File: src/matrix_vector_multiply_top_macros.svh
// Assertion helpers shared by the RTL files.
`ifndef MATRIX_VECTOR_MULTIPLY_TOP_MACROS_SVH
`define MATRIX_VECTOR_MULTIPLY_TOP_MACROS_SVH

// Same-cycle implication, checked on every rising edge out of reset.
`define MVM_ASSERT_NOW(lbl, clk, rst_n, ante, cons, msg) \
    lbl: assert property (@(posedge clk) disable iff (!rst_n) (ante) |-> (cons)) \
        else $error(msg);

// Implication checked in the next cycle.
`define MVM_ASSERT_NEXT(lbl, clk, rst_n, ante, cons, msg) \
    lbl: assert property (@(posedge clk) disable iff (!rst_n) (ante) |=> (cons)) \
        else $error(msg);

// Delayed implication, from item accept to result strobe.
`define MVM_ASSERT_LAT4(lbl, clk, rst_n, ante, cons, msg) \
    lbl: assert property (@(posedge clk) disable iff (!rst_n) (ante) |-> ##4 (cons)) \
        else $error(msg);

`endif

File: src/mvm_pkg.sv
`timescale 1ns / 1ps
`default_nettype none

package mvm_pkg;

    // Fixed lane count: one item carries four elements
    localparam int LANES    = 4;
    localparam int ELEM_W   = 16;
    localparam int PROD_W   = 2 * ELEM_W;
    localparam int SUM_W    = PROD_W + 2;
    localparam int ACC_W    = 48;
    localparam int CHUNK_W  = 6;
    localparam int SIZE_W   = 9;
    localparam int ROW_W    = 8;
    // Chunk count is held one bit wider than chunk_index so it can reach 64
    localparam int CNT_W    = CHUNK_W + 1;
    localparam int MAX_CHUNKS = 64;
    localparam logic [SIZE_W-1:0] SIZE_RESET = 9'd256;

    typedef enum logic [0:0] {
        OP_LOAD = 1'b0,
        OP_ROW  = 1'b1
    } t_opcode;

    typedef logic signed [ELEM_W-1:0] t_elem;
    typedef logic signed [PROD_W-1:0] t_prod;

    typedef struct packed {
        t_opcode                    opcode;
        logic [CHUNK_W-1:0]         chunk_index;
        logic signed [ELEM_W-1:0]   elem_a;
        logic signed [ELEM_W-1:0]   elem_b;
        logic signed [ELEM_W-1:0]   elem_c;
        logic signed [ELEM_W-1:0]   elem_d;
        logic signed [ACC_W-1:0]    start_value;
    } t_item;

    typedef struct packed {
        logic signed [ACC_W-1:0]    row_result;
        logic [ROW_W-1:0]           row_number;
    } t_result;

    // Row control travelling alongside the lane products
    typedef struct packed {
        logic                       valid;
        logic                       first;
        logic                       last;
        logic signed [ACC_W-1:0]    start_value;
    } t_ctrl;

endpackage

`default_nettype wire

File: src/mvm_lane.sv
`timescale 1ns / 1ps
`default_nettype none

module mvm_lane
    import mvm_pkg::*;
#(
    parameter int DEPTH = 64,
    parameter int AW    = 6
) (
    input  wire logic          i_clk,
    input  wire logic          i_wr_en,
    input  wire logic [AW-1:0] i_addr,
    input  wire t_elem         i_elem,
    output t_prod              o_prod
);

    // This lane's slice of the vector: column 4*addr + lane
    logic [ELEM_W-1:0] r_bank [DEPTH];
    t_elem             r_elem;
    t_elem             r_vec;
    t_prod             r_prod;

    // Bank write and registered read
    always_ff @(posedge i_clk) begin
        if (i_wr_en) begin
            r_bank[i_addr] <= i_elem;
        end
        r_vec  <= t_elem'(r_bank[i_addr]);
        r_elem <= i_elem;
    end

    // One 16x16 signed multiply per lane
    always_ff @(posedge i_clk) begin
        r_prod <= r_elem * r_vec;
    end

    assign o_prod = r_prod;

endmodule

`default_nettype wire

File: config.mk
export PLATFORM = sky130hd
export DESIGN_NAME = mvm_lane
export DESIGN_NICKNAME = d
export VERILOG_FILES = /design/src/matrix_vector_multiply_top_macros.svh /design/src/mvm_pkg.sv /design/src/mvm_lane.sv
export SDC_FILE = /design/constraint.sdc
export NUM_CORES = 2
export LEC_CHECK = 0
export BUFFER_PORTS_ARGS = -buffer_cell sky130_fd_sc_hd__buf_2
export CAP_MARGIN = 20
export CORE_ASPECT_RATIO = 2
export CORE_MARGIN = 2
export CORE_UTILIZATION = 38
export CTS_BUF_LIST = sky130_fd_sc_hd__clkbuf_16
export CTS_CLUSTER_SIZE = 40
export DETAILED_ROUTE_END_ITERATION = 16
export GPL_TIMING_DRIVEN = 0
export PLACE_DENSITY = 0.58
export SYNTH_ARGS = -nofsm -noshare
export SYNTH_HDL_FRONTEND = slang
export SYNTH_SLANG_ARGS = --single-unit
File: constraint.sdc
create_clock -name i_clk -period 16.3 [get_ports i_clk]
set_input_delay 2.445 -clock i_clk [delete_from_list [all_inputs] [get_ports i_clk]]
set_output_delay 2.445 -clock i_clk [all_outputs]
set_load 0.005 [all_outputs]
---- Yosys cells after proc, flatten, opt, wreduce, memory -nomap -nowiden ----
Memories as Yosys holds them, arrays and structs flattened. A register that Yosys moved wholly into a read port is not among the register bits.
Cells that the tools add are included.
storage, ports and cells
  register bits ........................... 48
  memory bits (writable) .................. 1024
  output and inout port bits .............. 32
  word-level logic and storage cells ...... 6
  memories ................................ 1
memory list
  name    depth  width  rd ports  clocked after Yosys merged registers in  write ports  line            RTL
  r_bank  64     16     1         1                                        1            mvm_lane.sv:18  logic [ELEM_W-1:0] r_bank [DEPTH];
operators by class
  multipliers ............................. 1
  mux-type cells .......................... 2
operators with widths
  cell              number
  $mul A16 B16 Y32  1
  $mux W1           2

---- Logic depth before layout (Yosys ltp) ----
  depth in word-level cells ............... 2
  gate-level depth with buffers ........... 22
  depth with buffers taken out ............ 20

---- Worst setup path before layout ----
No wires, ideal clock.
  path type ............................... reg2reg
  start ................................... register r_elem[15]
  end ..................................... register r_prod[30], in the netlist o_prod[30]
  arrival time ............................ 5.667 ns
  required time ........................... 16.180 ns
  slack ................................... 10.513 ns
  stages on the path, launching flop included .. 21
  clock period less this slack ............ 5.787 ns
  cells stage by stage .................... dfxtp_1 -> clkbuf_1 -> nand2_1 -> inv_1 -> fa_1 -> fa_1 -> fa_1 -> fa_1 -> fa_1 -> inv_1 -> fa_1 -> inv_1 -> ha_1 -> clkbuf_1 -> nand3_1 -> nor2_1 -> nand3_1 -> a21o_1 -> a31oi_1 -> nor4b_1 -> a211o_1
on the way
  word-level cells in the longest chain between the ends .. 1
ends and longest elaborated chain
  element                   line            RTL
  start: declaration        mvm_lane.sv:19  t_elem r_elem;
  start signal: assignment  mvm_lane.sv:29  r_elem <= i_elem;
  $mul A16 B16 Y32          mvm_lane.sv:34  r_prod <= r_elem * r_vec;
  end signal: assignment    mvm_lane.sv:34
  end: declaration          mvm_lane.sv:21  t_prod r_prod;
Every way passes these cells.

---- Worst setup path after layout ----
  start ................................... register r_elem[15]
  end ..................................... register r_prod[31], in the netlist o_prod[31]
Same word-level chain as after synthesis.

==> out/results.txt <==
CP Capture Type: flip-flop
wire per inst: 40.0 um
fin. max-slew vios: 0
Switch Pwr: 5170 uW
Post-synth EDFFs: 1,024
vias per std cell: 5.98
initial antenna violation count: 14
period utilization: 0.457
Final min period: 7.44 ns
Flop pwr share: 0.265
Setup WS post-layout: 8.86 ns
Hold Vio Cnt, Final: 0
Global Route Usage Sum: 0.314
commonest cells after routing, fill and taps aside: 1,024 x edfxtp_1, 301 x inv_1, 262 x fa_1
Synth Register Bits: 1,088
clock buffer depth: 3
routability congestion estimate: 1.06
Overflow after GRT: 0
Routed Antenna Nets: 0
worst skew pair latency: 0.74 ns
fmax: 134 MHz
Worst-path clk slew: 0.07 ns
kind of critical path: reg2reg
most common cell after layout, fill and taps aside: edfxtp_1
root buffer cell: clkbuf_16
# fillers: 11,900
Syn Area/Cell: 15.5 sq um
cts bufs inserted: 94
Residual DRC: 0
die area: 137,000 sq um
# setup viols final: 0
setup repair bufs after CTS: 0
final WL: 214,000 um
Chip Width: 263 um
via count: 32,000
unrepaired setup endpoints after global routing: false
layout cells sized above 1: 0.178
Post-DP HPWL: 155,000 um
grt met2 use: 0.550
first-pass GRT wire length: 285,000 um
clock skew: 0.0362 ns
routing usage on met3: 0.0613
synth warn: 0
hold buffers post-CTS: 0
Initial Util: 0.382
Max-cap violations: 0
router iterations before antenna repair: 6
vias in the first global route: 32,600
largest net degree at the start of global routing: 66
Most used DFF post-synth: edfxtp_1
required time of the worst setup path: 16.90 ns
Worst Path Arrival: 8.04 ns
critical path peak fanout: 10
combinational power share: 0.538
switching part of the total: 0.420
Mapped Cells: 3,281
Final TNS setup: 0 ns
asr flop ratio synth: 0
CTS tree: done
Pint: 7140 uW
row count: 190
Rel. slew slack: 0.142
Core Area: 134,000 sq um
Most Crowded Layer GR: met2
Power Density: 210 nW/um^2
syn_nets: 3,649
met1 Use GR: 0.304
post-synthesis sequential area ratio: 0.628
Worst setup SP type: flip-flop
count of cell types in the netlist: 67
Clk pwr share: 0.197
Starting DRT DRC Count: 3,973
Worst Tran Pin Value: 1.28 ns
Worst VDD drop: 0.223 mV
IO buf count: 53
Die Ht: 522 um
pre-CTS worst setup slack: 8.75 ns
status: finished, final reports clean
io pins: 56
Leakage Power: 0.0210 uW
Area Growth Syn to Fin: 14.9%
PostCTS Resize Cnt: 0
Min-Delay Path Class: reg2reg
H-tree level count: 3
final net count: 3,894
CTS Sinks: 1,088
Mapped Area: 51,000 sq um
worst max-delay path: stages (launching register included):
cell and delay, ns:
dfxtp_1 0.54, clkbuf_1 0.59, nand2_1 0.24, inv_1 0.14, fa_1 0.57, fa_1 0.89, fa_1 0.52, fa_1 0.57
fa_1 0.43, fa_1 0.45, ha_1 0.37, a21oi_1 0.22, o21bai_1 0.09, a21oi_1 0.35, nand2_1 0.16, a211oi_1 0.69
o41ai_1 0.28, xnor2_1 0.18
state kept, by name, indices dropped and copies added, names as in the netlist:
register and cells:
r_elem 16, r_vec 16, r_bank 1024, o_prod 32
final timing paths:
kind | cells after the start | from | slack (ns) | endpoint
max | 17 | r_elem[15] | 8.86 | o_prod[31]
min | 1 | r_elem[0] | 0.66 | o_prod[0]
min reg2reg | 1 | r_elem[0] | 0.66 | o_prod[0]
max reg2reg | 17 | r_elem[15] | 8.86 | o_prod[31]
area by class of cell:
cell class / instances / area, sq um / area share
Antenna cell: 15 / 37.5 / 0.000641
Buffer: 175 / 1070 / 0.0182
Clock buffer: 95 / 2380 / 0.0406
Clock inverter: 83 / 916 / 0.0156
Inverter: 291 / 1090 / 0.0186
Multi-Input combinational cell: 1727 / 17000 / 0.290
Sequential cell: 1088 / 32000 / 0.547
Tap cell: 1728 / 2160 / 0.0369
Timing Repair Buffer: 149 / 1930 / 0.0330
Yosys cell counts, drive strengths merged (3+ instances only):
cell | count | area share
a31oi | 5 | 0.00061
a21oi | 113 | 0.011
nand2b | 8 | 0.00098
a222oi | 4 | 0.00079
buf | 108 | 0.016
o22ai | 49 | 0.0060
or3 | 3 | 0.00037
xor2 | 9 | 0.0015
o22a | 10 | 0.0017
o221ai | 5 | 0.00086
o211ai | 17 | 0.0025
a211oi | 14 | 0.0021
fa | 262 | 0.10
a221oi | 105 | 0.019
nand2 | 184 | 0.014
o21a | 4 | 0.00059
a2bb2oi | 3 | 0.00052
mux4 | 87 | 0.039
a22oi | 52 | 0.0077
mux2 | 78 | 0.018
nor3 | 7 | 0.00069
nor2 | 186 | 0.014
ha | 82 | 0.020
xnor2 | 26 | 0.0045
edfxtp | 1024 | 0.60
or4 | 9 | 0.0013
dfxtp | 64 | 0.025
nand3 | 12 | 0.0012
clkbuf | 67 | 0.0050
and2 | 126 | 0.015
mux2i | 110 | 0.022
inv | 291 | 0.021
a22o | 38 | 0.0065
nand4 | 4 | 0.00049
a211o | 3 | 0.00052
a221o | 7 | 0.0014
o21bai | 5 | 0.00074
nor4 | 3 | 0.00037
a21o | 9 | 0.0013
or2 | 3 | 0.00037
o21ai | 63 | 0.0062
nor2b | 6 | 0.00074
cell families (layout without fill, tap and decap cells):
family          after synthesis  in the layout  synth area share
buf+inv                     466            793            0.0423
simple gates                558            558            0.0503
compound gates              515            515            0.0716
other cells                   0             15                 0
fa+ha+maj                   344            344             0.123
xor+xnor                     35             35           0.00601
mux                         275            275            0.0784
flops                      1088           1088             0.628
power by group through the flow:
stage	clock [uW]	sequential, uW	combinational, uW
finish	2430	3260	6620
global route	2530	3270	7440
CTS	2440	3260	6690
detailed placement	0	3320	6660
global placement	0	3320	6520
floorplan	0	3310	4770
per-stage QoR:
step                hold WS (ns)  std cells   util  power [uW]  cell area, sq um
finish                     0.661       5351  0.438       12300             58600
global route               0.668       5338  0.438       13200             58500
CTS                        0.654       5330  0.438       12400             58500
detailed placement         0.654       5152  0.413        9990             55200
global placement           0.657       5062  0.400        9850             53400
floorplan                  0.503       3281      -        8080             51000
metal layers:
metal  part of all wire  wire (um)
met1               0.30      64100
met3              0.072      15500
met5            0.00024         51
met2               0.50     108000
met4               0.12      26500
Power figures use the tool's default switching activity.
