### src/matrix_vector_multiply_top_macros.svh
// Assertion helpers shared by the RTL files.
`ifndef MATRIX_VECTOR_MULTIPLY_TOP_MACROS_SVH
`define MATRIX_VECTOR_MULTIPLY_TOP_MACROS_SVH

// Same-cycle implication, checked on every rising edge out of reset.
`define MVM_ASSERT_NOW(lbl, clk, rst_n, ante, cons, msg) \
    lbl: assert property (@(posedge clk) disable iff (!rst_n) (ante) |-> (cons)) \
        else $error(msg);

// Implication checked in the next cycle.
`define MVM_ASSERT_NEXT(lbl, clk, rst_n, ante, cons, msg) \
    lbl: assert property (@(posedge clk) disable iff (!rst_n) (ante) |=> (cons)) \
        else $error(msg);

// Delayed implication, from item accept to result strobe.
`define MVM_ASSERT_LAT4(lbl, clk, rst_n, ante, cons, msg) \
    lbl: assert property (@(posedge clk) disable iff (!rst_n) (ante) |-> ##4 (cons)) \
        else $error(msg);

`endif

### src/mvm_pkg.sv
`timescale 1ns / 1ps
`default_nettype none

package mvm_pkg;

    // Fixed lane count: one item carries four elements
    localparam int LANES    = 4;
    localparam int ELEM_W   = 16;
    localparam int PROD_W   = 2 * ELEM_W;
    localparam int SUM_W    = PROD_W + 2;
    localparam int ACC_W    = 48;
    localparam int CHUNK_W  = 6;
    localparam int SIZE_W   = 9;
    localparam int ROW_W    = 8;
    // Chunk count is held one bit wider than chunk_index so it can reach 64
    localparam int CNT_W    = CHUNK_W + 1;
    localparam int MAX_CHUNKS = 64;
    localparam logic [SIZE_W-1:0] SIZE_RESET = 9'd256;

    typedef enum logic [0:0] {
        OP_LOAD = 1'b0,
        OP_ROW  = 1'b1
    } t_opcode;

    typedef logic signed [ELEM_W-1:0] t_elem;
    typedef logic signed [PROD_W-1:0] t_prod;

    typedef struct packed {
        t_opcode                    opcode;
        logic [CHUNK_W-1:0]         chunk_index;
        logic signed [ELEM_W-1:0]   elem_a;
        logic signed [ELEM_W-1:0]   elem_b;
        logic signed [ELEM_W-1:0]   elem_c;
        logic signed [ELEM_W-1:0]   elem_d;
        logic signed [ACC_W-1:0]    start_value;
    } t_item;

    typedef struct packed {
        logic signed [ACC_W-1:0]    row_result;
        logic [ROW_W-1:0]           row_number;
    } t_result;

    // Row control travelling alongside the lane products
    typedef struct packed {
        logic                       valid;
        logic                       first;
        logic                       last;
        logic signed [ACC_W-1:0]    start_value;
    } t_ctrl;

endpackage

`default_nettype wire

### src/mvm_merge.sv
`timescale 1ns / 1ps
`default_nettype none
`include "matrix_vector_multiply_top_macros.svh"

module mvm_merge
    import mvm_pkg::*;
(
    input  wire logic              i_clk,
    input  wire logic              i_rst_n,
    input  wire t_ctrl             i_ctrl,
    input  wire t_prod             i_prod [LANES],
    input  wire logic [SIZE_W-1:0] i_rows,
    output logic                   o_strobe,
    output t_result                o_result
);

    logic signed [SUM_W-1:0] n_sum;
    logic signed [SUM_W-1:0] r_sum;
    t_ctrl                   r_ctrl;
    logic signed [ACC_W-1:0] n_acc;
    logic signed [ACC_W-1:0] r_acc;
    logic [ROW_W-1:0]        n_row;
    logic [ROW_W-1:0]        r_row;
    logic                    r_strobe;
    t_result                 r_result;

    // Add the four lane products
    always_comb begin
        n_sum = '0;
        for (int k = 0; k < LANES; k++) begin
            n_sum = n_sum + SUM_W'(i_prod[k]);
        end
    end

    always_ff @(posedge i_clk) begin
        if (!i_rst_n) begin
            r_ctrl <= '0;
        end else begin
            r_ctrl <= i_ctrl;
        end
        r_sum <= n_sum;
    end

    // Row accumulator, reloaded by the first chunk of a row
    always_comb begin
        n_acc = (r_ctrl.first ? r_ctrl.start_value : r_acc) + ACC_W'(r_sum);
    end

    // Row counter wraps after the last row of the matrix
    always_comb begin
        if ({1'b0, r_row} + SIZE_W'(1) >= i_rows) begin
            n_row = '0;
        end else begin
            n_row = r_row + ROW_W'(1);
        end
    end

    always_ff @(posedge i_clk) begin
        if (!i_rst_n) begin
            r_acc    <= '0;
            r_row    <= '0;
            r_strobe <= 1'b0;
        end else begin
            r_strobe <= r_ctrl.valid && r_ctrl.last;
            if (r_ctrl.valid) begin
                r_acc <= n_acc;
                if (r_ctrl.last) begin
                    r_row <= n_row;
                end
            end
        end
        r_result.row_result <= n_acc;
        r_result.row_number <= r_row;
    end

    assign o_strobe = r_strobe;
    assign o_result = r_result;

    `MVM_ASSERT_NOW(a_strobe_src, i_clk, i_rst_n, r_strobe, $past(r_ctrl.valid && r_ctrl.last), "result strobe without a finished row")
    `MVM_ASSERT_NOW(a_row_step, i_clk, i_rst_n, r_strobe, (r_row == '0) || (r_row == r_result.row_number + ROW_W'(1)), "row counter did not step past emitted row")
    `MVM_ASSERT_NEXT(a_acc_hold, i_clk, i_rst_n, !r_ctrl.valid, $stable(r_acc), "accumulator moved without a row chunk")

endmodule

`default_nettype wire

### config.mk
export PLATFORM = sky130hd
export DESIGN_NAME = mvm_merge
export DESIGN_NICKNAME = d
export VERILOG_FILES = /design/src/mvm_pkg.sv /design/src/mvm_merge.sv
export VERILOG_INCLUDE_DIRS = /design/src /design/src/src
export SDC_FILE = /design/constraint.sdc
export NUM_CORES = 1
export LEC_CHECK = 0
export BUFFER_PORTS_ARGS = -buffer_cell sky130_fd_sc_hd__buf_4
export CAP_MARGIN = 30
export CORE_ASPECT_RATIO = 0.6
export CORE_MARGIN = 2
export CORE_UTILIZATION = 29
export CTS_BUF_LIST = sky130_fd_sc_hd__clkbuf_2
export DETAILED_ROUTE_END_ITERATION = 6
export SLEW_MARGIN = 20
export SYNTH_ARGS = -nofsm -noshare
export SYNTH_HDL_FRONTEND = slang
export SYNTH_SLANG_ARGS = --single-unit
### constraint.sdc
create_clock -name i_clk -period 4.7 [get_ports i_clk]
set_clock_uncertainty 0.2 [all_clocks]
set_input_delay 0.47 -clock i_clk [delete_from_list [all_inputs] [get_ports i_clk]]
set_output_delay 0.47 -clock i_clk [all_outputs]
set_load 0.02 [all_outputs]
-- Word level (Yosys, flattened, before mapping)
Index checks and enable logic that the tools add are counted.
W data, S select, Z words.
- register bits: 198
- bits in latches: 0
- bits in writable memories: 0
- ROM bits: 0
- bits of input ports: 190
- output and inout bits: 57
- word-level logic and storage cells: 21
- memories: 0
- add/subtract/negate cells: 6
- $mul: 0
- divide/modulo/power cells: 0
- magnitude comparators: 1
- equality and inequality tests: 0
- shifts and indexed selects: 0
- multiplexer cells: 2
- bitwise logic cells: 0
- reductions and logical operators: 2
- operators with widths (kind ; count):
    $add A48 B34 Y48 ; 1
    $mux W48 ; 1
    $add A33 B32 Y34 ; 1
    $add A34 B32 Y34 ; 1
    $add A32 B32 Y33 ; 1
    $add A8 B1 Y9 const B ; 1
    $ge A9 B9 Y1 ; 1
    $add A8 B1 Y8 const B ; 1
    $mux W8 ; 1
    $reduce_and A2 Y1 ; 1
    $logic_and A1 B1 Y1 ; 1

-- Longest topological paths before layout
Gate-level depths: netlist (run 1).
- word-level depth: 3
- depth in mapped cells: 15
- mapped depth without buffers: 15

-- Worst setup path after synthesis (run 1)
Ideal clock, no wire load.
- path type: input port to flip-flop
- from: input port i_prod[7] (netlist bit)
- to: register r_sum[32]
- library setup time: 124 ps
- arrival time: 3785 ps
- required time: 4376 ps
- setup slack: 591 ps
- stages: 14
- path buffers: 0
- cells stage by stage: inv_1 -> fa_1 -> fa_1 -> inv_1 -> ha_1 -> o21a_1 -> o21ai_0 -> or3b_1 -> o31ai_2 -> nand3_1 -> a311o_1 -> o31ai_4 -> a311oi_1 -> xnor2_1
- word-level cells in the longest chain between the ends: 1
- RTL lines (item ; RTL line ; text):
    start, declared ; mvm_merge.sv:11 ; input wire t_prod i_prod [LANES],
    $add A34 B32 Y34 ; mvm_merge.sv:31 ; n_sum = n_sum + SUM_W'(i_prod[k]);
    named net n_sum[32] ; mvm_merge.sv:17 ; logic signed [SUM_W-1:0] n_sum;
    end signal, assigned ; mvm_merge.sv:41 ; r_sum <= n_sum;
    end, declared ; mvm_merge.sv:18 ; logic signed [SUM_W-1:0] r_sum;
The timed path passes the listed nets, and every way through them passes these cells.
A chain may end at the register's enable or synchronous reset.

-- Worst setup path after layout (run 1)
- from: input port i_prod[64] (netlist bit)
- to: register r_sum[32]
- word-level cells in the longest chain between the ends: 3
- RTL lines (item ; RTL line):
    $add A32 B32 Y33 ; mvm_merge.sv:31
    $add A33 B32 Y34 ; mvm_merge.sv:31
    $add A34 B32 Y34 ; mvm_merge.sv:31
    named net n_sum[32] ; mvm_merge.sv:17
The timed path passes the listed nets, and every way through them passes these cells.

==> impl_metrics.env, run 1 <==
export IMPL_endpoint_kind="flip-flop"
export IMPL_synth_distinct_cells=61
export IMPL_hold_violations=0
export IMPL_cts_buffers_inserted=17
export IMPL_cts_buffer_depth=2
export IMPL_met2_length_mm=14.3
export IMPL_avgSynthCellArea_um2=9.15
export IMPL_grt_max_degree=70
export IMPL_synth_area_top_cells="dfxtp_1 32%, fa_1 11%, ha_1 9.1%, inv_1 6.1%, xnor2_1 4.2%"
export IMPL_synth_top_area_cell="dfxtp_1"
export IMPL_clock_sink_count=198
export IMPL_power_per_cell_area_nw_per_um2=508
export IMPL_dpl_cell_count=2152
export IMPL_worstPathMaxFanout=3
export IMPL_io_buffers=246
export IMPL_hold_path_startpoint="i_prod[94]"
export IMPL_wire_per_inst_um=14.8
export IMPL_wl_met3_mm=1.57
export IMPL_num_rows=58
export IMPL_holdPathEnd="r_sum[32]$_DFF_P_"
export IMPL_p_leak_nw=7.84
export IMPL_synth_cells=1358
export IMPL_synthArstFlopShare_pct=0
export IMPL_highest_layer="met4"
export IMPL_ios=247
export IMPL_routabilityCongestion=0.828
export IMPL_drv_slew=0
export IMPL_drive_above_1_share_pct=21.2
export IMPL_syn_nets=1704
export IMPL_peakVddDrop_mv=0.174
export IMPL_min_path_cells=5
export IMPL_cts_tree="done"
export IMPL_insertion_delay_ns=0.82
export IMPL_cap_violations=0
export IMPL_root_buffer="clkbuf_2"
export IMPL_post_cts_buffers=0
export IMPL_routed_via_density=4.53
export IMPL_overflow=0
export IMPL_cp_start_kind="input port"
export IMPL_fp_dieH_um=164
export IMPL_r2r_end="r_acc[44]$_SDFFE_PN0P_"
export IMPL_htreeDepth=4
export IMPL_rrSetupSlack_ns=0.45
export IMPL_finalNetCount=2041
export IMPL_tightest_slew_ns=0.887
export IMPL_synth_edf_count=0
export IMPL_setup_violations_final=0
export IMPL_core_um2=42100
export IMPL_ant_nets=0
export IMPL_chipWidth_um=271
export IMPL_rsz0062_at_grt="false"
export IMPL_grt_util_all_layers_pct=15.3
export IMPL_reg2reg_from="r_ctrl[49]$_SDFF_PN0_"
export IMPL_setup_tns_ns=0
export IMPL_start_util_pct=29.5
export IMPL_worst_setup_path_type="in -> reg"
export IMPL_rr_worst_depth=13
export IMPL_arrival_ns=5.08
export IMPL_syn_area_um2=12400
export IMPL_stdcell_count=2281
export IMPL_vias=10324
export IMPL_max_freq_ghz=0.220
export IMPL_place_hpwl_mm=26.9
export IMPL_first_pass_iters=5
export IMPL_wl_mm=33.9
export IMPL_yosys_area_top_type_share_pct=31.9
export IMPL_die_area_um2=44600
export IMPL_yosys_warnings=0
export IMPL_drcViolationCount=0
export IMPL_period_share_pct=96.7
export IMPL_slew_headroom_pct=40.8
export IMPL_status="completed"
export IMPL_antenna_found_initial=3
export IMPL_drt_met1_wl_mm=17.8
export IMPL_ys_flop_type="dfxtp_1"
export IMPL_synth_seq_cells=198
export IMPL_period_minus_slack_ns=4.55
export IMPL_min_delay_path_class="in -> reg"
export IMPL_grt_pass1_vias=10239
export IMPL_critPathRequiredTime_ns=5.24
export IMPL_clkTransAtPathRegs_ns=0.26
export IMPL_syn2layout_area_growth_pct=30.1
export IMPL_grt_pass1_wl_mm=54.0
export IMPL_drt_iter0_drc=550
export IMPL_ys_seq_area_share_pct=31.9
-- stage by stage --
stage	setup WS (ns)	instance area, um^2	hold slack (ns)	power, mW	utilization, %
final	0.153	16200	0.166	8.20	38.4
after global placement	0.105	15000	0.192	7.31	35.6
after CTS	0.197	16100	0.0483	8.26	38.4
after floorplan	0.591	12400	0.172	5.75	-
after global routing	0.0813	16200	0.0590	8.89	38.4
after detailed placement	0.0667	15000	0.190	7.34	35.6
-- how the worst max path moves through the flow --
stage / startpoint / end
5_1_grt: i_prod[64] / r_sum[33]$_DFF_P_
3_3_place_gp: i_prod[1] / r_sum[33]$_DFF_P_
3_5_place_dp: i_prod[1] / r_sum[33]$_DFF_P_
4_1_cts: i_prod[64] / r_sum[33]$_DFF_P_
2_1_floorplan: i_prod[7] / r_sum[32]$_DFF_P_
6_report: i_prod[64] / r_sum[32]$_DFF_P_
-- power breakdown --
group	total (mW)	internal, mW	switching, mW
registers	2.43	2.23	0.206
logic	4.96	2.10	2.87
clock network	0.807	0.206	0.601
-- metal layers --
layer | up-vias | track usage (%)
li1 | 5237 | -
met3 | 15 | 3.22
met5 | - | 0
met1 | 4853 | 22.3
met4 | 0 | 2.65
met2 | 219 | 23.5
-- flip-flops by register name, indices dropped and copies added, names as in the netlist --
signal    cells
o_result     56
r_sum        34
r_ctrl       51
r_acc        48
r_row         8
o_strobe      1
-- worst max-delay path, cell delays in order --
cell	delay (ns)
dlygate4sd3_1	0.53
buf_4	0.14
fa_1	0.37
fa_1	0.48
dlygate4sd3_1	0.54
ha_1	0.22
a211oi_1	0.14
o21ai_1	0.18
or3b_1	0.48
o31ai_2	0.24
buf_4	0.19
nand3_1	0.11
a311o_1	0.45
o31ai_4	0.26
a311oi_1	0.14
xnor2_1	0.14
-- cell families (layout without fill, tap and decap cells) --
group	count (synthesis)	count (layout)	share of synthesized area [%]
compound gates	269	269	14.2
fa+ha+maj	156	156	19.7
buf+inv	246	596	7.46
simple gates	330	330	14.2
mux	77	77	6.67
flops	198	198	31.9
other cells	0	3	0
xor+xnor	82	82	5.84
-- timing repair --
action | CTS | global route
resized for setup | 0 | 2
hold endpoints to repair | 88 | 0
hold buffers | 94 | 0
setup endpoints to repair | 0 | 1
-- layout by cell type (no fill, tap or decap), drive strengths merged, types with 8 or more instances in the layout --
| master | count |
|---|---|
| dlygate4sd3 | 94 |
| o211ai | 14 |
| o21ai | 41 |
| nor2b | 37 |
| xor2 | 22 |
| a31oi | 8 |
| nor3 | 12 |
| buf | 269 |
| xnor2 | 60 |
| o21bai | 15 |
| inv | 206 |
| mux2 | 46 |
| and3 | 13 |
| nand4 | 23 |
| mux2i | 31 |
| nor2 | 54 |
| a21o | 47 |
| nand2 | 56 |
| nand3 | 39 |
| ha | 90 |
| fa | 66 |
| clkbuf | 19 |
| and2 | 60 |
| a21oi | 89 |
| dfxtp | 198 |
| o21a | 10 |
-- layout make-up --
| cell class | count | area, um^2 |
|---|---|---|
| fillers | 4266 | 25900 |
| flip-flops and latches | 198 | 3970 |
| multi-input cells | 914 | 7540 |
| clock buffers | 19 | 95.1 |
| clock inverters | 13 | 123 |
| diodes | 3 | 7.51 |
| inverters | 201 | 754 |
| well taps | 570 | 713 |
| repair buffers | 363 | 2960 |
-- Yosys cell counts (6+ instances only) --
master      n
a21o_1     47
a21oi_1    88
a31oi_1     8
and2_1     60
and3_1     13
buf_1       6
clkbuf_1   37
dfxtp_1   198
fa_1       66
ha_1       90
inv_1     201
mux2_2     46
mux2i_1    31
nand2_1    56
nand2b_1    7
nand3_1    39
nand3b_1    6
nand4_1    23
nor2_1     54
nor2b_1    37
nor3_1     12
nor4_1      6
o211ai_1   14
o21a_1     10
o21ai_0    34
o21ai_1     7
o21bai_1   15
xnor2_1    60
xor2_1     21
Note: power is estimated with default switching activity, not from simulation.
==> inputs of run 2 (changes only) <==
--- a/config.mk
+++ b/config.mk
@@ -8,7 +8,6 @@
 export LEC_CHECK = 0
 export BUFFER_PORTS_ARGS = -buffer_cell sky130_fd_sc_hd__buf_4
 export CAP_MARGIN = 30
-export CORE_ASPECT_RATIO = 0.6
 export CORE_MARGIN = 2
 export CORE_UTILIZATION = 29
 export CTS_BUF_LIST = sky130_fd_sc_hd__clkbuf_2
==> run 2 against run 1 <==
Against the previous run: combinational power fell by 1%; sequential power barely moved; final cell count shrank 1.8%; sequential cell count stayed put; hold slack lost 0.064 ns; count of clock-buffer cells in the layout down 2; clock power up 13%; setup slack better by 0.35 ns; power is 0.28% higher; non-clock buffer count is 10 lower; critical path type unchanged; largest power group unchanged.
==> impl_metrics.env, run 2 (same netlist as run 1, synthesis figures left out) <==
export IMPL_cp_cell_sequence="dlygate4sd3_1 -> buf_4 -> fa_1 -> dlygate4sd3_1 -> ha_1 -> fa_1 -> a21oi_1 -> o211ai_1 -> nand3_1 -> o211ai_1 -> a22oi_1 -> a31oi_1 -> a221o_1 -> a21oi_1 -> xnor2_1"
export IMPL_final_cell_mix="264 x buf_4, 201 x inv_1, 196 x dfxtp_1, 90 x ha_1, 88 x a21oi_1"
export IMPL_syn2layout_area_growth_pct=29.4
export IMPL_clock_sink_count=198
export IMPL_tightest_slew_ns=0.822
export IMPL_grt_pass1_wl_mm=51.9
export IMPL_root_buffer="clkbuf_2"
export IMPL_period_share_pct=89.3
export IMPL_top_usage_layer="met2"
export IMPL_grt_max_degree=68
export IMPL_seq_area_um2=3970
export IMPL_max_freq_ghz=0.238
export IMPL_critPathSlowestCell="dlygate4sd3_1"
export IMPL_grt_pass1_vias=10225
export IMPL_dpl_cell_count=2118
export IMPL_io_buffers=246
export IMPL_htreeDepth=4
export IMPL_die_area_um2=44500
export IMPL_min_delay_path_class="in -> reg"
export IMPL_ios=247
export IMPL_multi_input_area_um2=7530
export IMPL_place_ws_ns=0.104
export IMPL_drt_iter0_drc=385
export IMPL_wire_per_inst_um=14.4
export IMPL_critPathRequiredTime_ns=5.29
export IMPL_endpoint_kind="flip-flop"
export IMPL_status="completed"
export IMPL_fillers=4295
export IMPL_arrival_ns=4.79
export IMPL_start_util_pct=29.5
export IMPL_routabilityCongestion=0.845
export IMPL_rsz0062_at_grt="false"
export IMPL_grt_met1_usage_pct=19.1
export IMPL_p_leak_nw=7.80
export IMPL_vias=10130
export IMPL_drv_slew=0
export IMPL_num_rows=75
export IMPL_critical_path_max_stage_delay_ns=0.57
export IMPL_setup_tns_ns=0
export IMPL_final_common_cell="buf_4"
export IMPL_worst_setup_path_type="in -> reg"
export IMPL_grtUsageMet3_pct=3.70
export IMPL_insertion_delay_ns=0.87
export IMPL_core_um2=42100
export IMPL_peakVddDrop_mv=0.174
export IMPL_slew_headroom_pct=45.0
export IMPL_antenna_found_initial=1
export IMPL_power_per_cell_area_nw_per_um2=512
export IMPL_overflow=0
export IMPL_first_pass_iters=4
export IMPL_routed_via_density=4.52
export IMPL_clkTransAtPathRegs_ns=0.28
export IMPL_drive_above_1_share_pct=21.0
export IMPL_worstPathMaxFanout=3
export IMPL_place_hpwl_mm=25.1
export IMPL_cts_buffers_inserted=17
export IMPL_cap_violations=0
export IMPL_stdcell_count=2239
export IMPL_period_minus_slack_ns=4.20
export IMPL_drcViolationCount=0
export IMPL_setup_violations_final=0
export IMPL_fp_dieH_um=211
export IMPL_wl_mm=32.2
export IMPL_largest_register_ff_count=56
export IMPL_cts_buffer_depth=2
export IMPL_cts_tree="done"
export IMPL_ant_nets=0
export IMPL_cp_start_kind="input port"
export IMPL_hold_violations=0
export IMPL_chipWidth_um=211
export IMPL_cts_resized=0
export IMPL_grt_util_all_layers_pct=14.7
export IMPL_setup_slack_ns=0.504
export IMPL_hold_slack_ns=0.102
export IMPL_use_met2_pct=24.5
export IMPL_finalNetCount=2031
==> run 2: changes by cell type in the layout (fill, tap and decap cells not counted), moves of 2 or more <==
cell | before | now
clkbuf_2 | 19 | 17
buf_12 | 0 | 2
buf_4 | 269 | 264
dlygate4sd3_1 | 94 | 87
==> run 2: cell type report <==
| class | instances | share of cell area (%) |
|---|---|---|
| sequential | 198 | 24.7 |
| multi-input combinational | 914 | 46.8 |
| tap | 539 | 4.20 |
| inverter | 201 | 4.69 |
| clock buffer | 17 | 0.529 |
| clock inverter | 15 | 1.04 |
| antenna | 2 | 0.0311 |
| timing repair buffer | 353 | 18.0 |
==> run 2: metrics by stage <==
| step | power, mW | area [um^2] | utilization (%) |
|---|---|---|---|
| after global routing | 8.96 | 16100 | 38.2 |
| after CTS | 8.34 | 16100 | 38.1 |
| after floorplan | 5.75 | 12400 | - |
| after detailed placement | 7.31 | 14900 | 35.5 |
| after global placement | 7.28 | 14900 | 35.5 |
| final | 8.23 | 16100 | 38.2 |
==> run 2: timing repair <==
action / CTS / global route
setup buffers: 0 / 0
hold buffers: 87 / 0
endpoints found under the hold margin: 83 / 0
==> run 2: power by group <==
part           internal (mW)  leakage, nW  switching [mW]
Combinational           2.09         6.00            2.80
Sequential              2.23         1.65           0.201
Clock                  0.263        0.153           0.645
==> run 2: routing by layer <==
layer / up-vias / wire length [um]
met5: - / 0
met4: 0 / 420
met3: 24 / 1740
met2: 209 / 14900
met1: 4683 / 15200
li1: 5214 / -
==> run 2: critical path: cells and delay by family <==
kind / cells / cell delay (ns)
compound gates: 7 / 1.64
xor+xnor: 1 / 0.13
fa+ha+maj: 3 / 1.12
buf+inv: 3 / 1.27
simple gates: 1 / 0.16
==> run 2: path summary, 6_finish.rpt <==
| check | startpoint | to | slack (ns) | depth (start not counted) |
|---|---|---|---|---|
| min reg2reg | r_row[1]$_SDFFE_PN0P_ | o_result[1]$_DFF_P_ | 0.22 | 0 |
| max | i_prod[97] | r_sum[33]$_DFF_P_ | 0.50 | 15 |
| min | i_prod[64] | r_sum[2]$_DFF_P_ | 0.10 | 4 |
| max reg2reg | r_ctrl[49]$_SDFF_PN0_ | r_acc[39]$_SDFFE_PN0P_ | 0.66 | 11 |
==> inputs of run 3 (changes only) <==
--- a/config.mk
+++ b/config.mk
@@ -8,7 +8,7 @@
 export LEC_CHECK = 0
 export BUFFER_PORTS_ARGS = -buffer_cell sky130_fd_sc_hd__buf_4
 export CAP_MARGIN = 30
-export CORE_MARGIN = 2
+export CORE_MARGIN = 8
 export CORE_UTILIZATION = 29
 export CTS_BUF_LIST = sky130_fd_sc_hd__clkbuf_2
 export DETAILED_ROUTE_END_ITERATION = 6
==> run 3 against run 2 <==
Against the previous run: die area is 12% higher; setup slack worse by 0.36 ns; global-route usage is 1.0 points lower; hold slack better by 0.081 ns; critical path type unchanged; clock power is 7.4% lower; sequential cell count did not move; critical endpoint is now r_sum[32]$_DFF_P_; sequential share of layout area shrank 0.25 points; critical path depth up 1; largest power group unchanged; power shrank 0.77%; largest cell class unchanged.
==> impl_metrics.env, run 3 (same netlist as run 1, synthesis figures left out) <==
export IMPL_status="completed"
export IMPL_seq_area_um2=3970
export IMPL_root_buffer="clkbuf_2"
export IMPL_cts_buffers_inserted=17
export IMPL_fillers=4297
export IMPL_rr_worst_depth=12
export IMPL_io_buffers=246
export IMPL_holdPathEnd="r_ctrl[0]$_SDFF_PN0_"
export IMPL_syn2layout_area_growth_pct=30.7
export IMPL_drt_iter0_drc=367
export IMPL_grt_pass1_wl_mm=55.7
export IMPL_chipWidth_um=223
export IMPL_r2r_end="r_acc[42]$_SDFFE_PN0P_"
export IMPL_grt_util_all_layers_pct=13.7
export IMPL_ant_nets=0
export IMPL_cp_start_kind="input port"
export IMPL_num_rows=76
export IMPL_multi_input_area_um2=7530
export IMPL_reg2reg_from="r_ctrl[49]$_SDFF_PN0_"
export IMPL_cts_tree="done"
export IMPL_core_um2=42700
export IMPL_min_delay_path_class="in -> reg"
export IMPL_cap_violations=0
export IMPL_p_leak_nw=7.87
export IMPL_min_path_cells=3
export IMPL_wl_mm=33.9
export IMPL_critPathRequiredTime_ns=5.24
export IMPL_grt_max_degree=84
export IMPL_rrSetupSlack_ns=0.50
export IMPL_final_cell_mix="260 x buf_4, 201 x inv_1, 196 x dfxtp_1, 109 x dlygate4sd3_1, 90 x ha_1"
export IMPL_period_share_pct=97.0
export IMPL_grt_pass1_vias=11058
export IMPL_slew_headroom_pct=41.3
export IMPL_drive_above_1_share_pct=20.6
export IMPL_rsz0062_at_grt="false"
export IMPL_routed_via_density=4.59
export IMPL_drv_slew=0
export IMPL_setup_slack_ns=0.143
export IMPL_post_cts_buffers=0
export IMPL_clkTransAtPathRegs_ns=0.28
export IMPL_worst_setup_path_type="in -> reg"
export IMPL_antenna_found_initial=3
export IMPL_cts_buffer_depth=2
export IMPL_wire_per_inst_um=15.0
export IMPL_routabilityCongestion=0.857
export IMPL_utilization_pct=38.0
export IMPL_place_hpwl_mm=26.3
export IMPL_vias=10384
export IMPL_tightest_slew_ns=0.881
export IMPL_hold_path_startpoint="i_ctrl[0]"
export IMPL_drcViolationCount=0
export IMPL_endpoint_kind="flip-flop"
export IMPL_clock_sink_count=198
export IMPL_first_pass_iters=5
export IMPL_setup_tns_ns=0
export IMPL_worstPathMaxFanout=4
export IMPL_max_freq_ghz=0.219
export IMPL_start_util_pct=29.1
export IMPL_overflow=0
export IMPL_arrival_ns=5.10
export IMPL_finalNetCount=2048
export IMPL_ios=247
export IMPL_largest_register_ff_count=56
export IMPL_hold_violations=0
export IMPL_place_ws_ns=0.0409
export IMPL_die_area_um2=49700
export IMPL_peakVddDrop_mv=0.170
export IMPL_fp_dieH_um=223
export IMPL_power_per_cell_area_nw_per_um2=503
export IMPL_final_common_cell="buf_4"
export IMPL_period_minus_slack_ns=4.56
export IMPL_insertion_delay_ns=0.85
export IMPL_setup_violations_final=0
export IMPL_htreeDepth=4
-- run 3: worst max-delay path by stage --
stage / endpoint / slack [ns] / depth (start not counted) / startpoint
3_5_place_dp: r_sum[32]$_DFF_P_ / 0.04 / 16 / i_prod[7]
3_3_place_gp: r_sum[32]$_DFF_P_ / 0.08 / 16 / i_prod[2]
4_1_cts: r_sum[33]$_DFF_P_ / 0.22 / 16 / i_prod[64]
5_1_grt: r_sum[33]$_DFF_P_ / 0.05 / 16 / i_prod[64]
2_1_floorplan: r_sum[32]$_DFF_P_ / 0.59 / 14 / i_prod[7]
6_report: r_sum[32]$_DFF_P_ / 0.14 / 16 / i_prod[64]
-- run 3: metal layers --
| layer | vias to the layer above | track usage, % | share of wire (%) |
|---|---|---|---|
| met4 | 0 | 3.84 | 1.5 |
| met3 | 28 | 3.60 | 5.3 |
| li1 | 5247 | - | - |
| met5 | - | 0 | 0 |
| met2 | 222 | 23.1 | 47 |
| met1 | 4887 | 17.1 | 46 |
-- run 3: report_power, final --
group | switching (mW) | internal, mW
clock network | 0.634 | 0.207
logic | 2.80 | 2.09
registers | 0.202 | 2.23
total | 3.64 | 4.52
-- run 3: worst max-delay path, cell delays in order --
cell	delay, ns
dlygate4sd3_1	0.54
buf_4	0.14
fa_1	0.37
fa_1	0.48
dlygate4sd3_1	0.54
ha_1	0.21
a211oi_1	0.13
o21ai_1	0.16
or3b_1	0.47
o31ai_2	0.24
buf_4	0.18
nand3_1	0.12
a311o_1	0.48
o31ai_4	0.28
a311oi_1	0.14
xnor2_1	0.14
-- run 3: layout make-up --
type | instances | area share (%)
diodes | 3 | 0.0462
clock inverters | 15 | 0.886
well taps | 546 | 4.21
clock buffers | 17 | 0.524
repair buffers | 370 | 18.9
multi-input cells | 914 | 46.4
flip-flops and latches | 198 | 24.4
inverters | 201 | 4.65
-- run 3: timing repair --
action / in CTS / in global routing
endpoints found under the hold margin: 90 / 0
endpoints found under the setup margin: 0 / 1
gates resized for setup: 0 / 1
hold buffers: 109 / 0
-- run 3: per-stage QoR --
step	std cells	total power, mW	area [um^2]	hold WS (ns)
2_1_floorplan	1358	5.75	12400	0.172
3_3_place_gp	2120	7.24	14900	0.185
3_5_place_dp	2120	7.28	14900	0.191
4_1_cts	2261	8.28	16200	0.00840
5_1_grt	2264	8.90	16200	0.0524
6_report	2264	8.16	16200	0.183
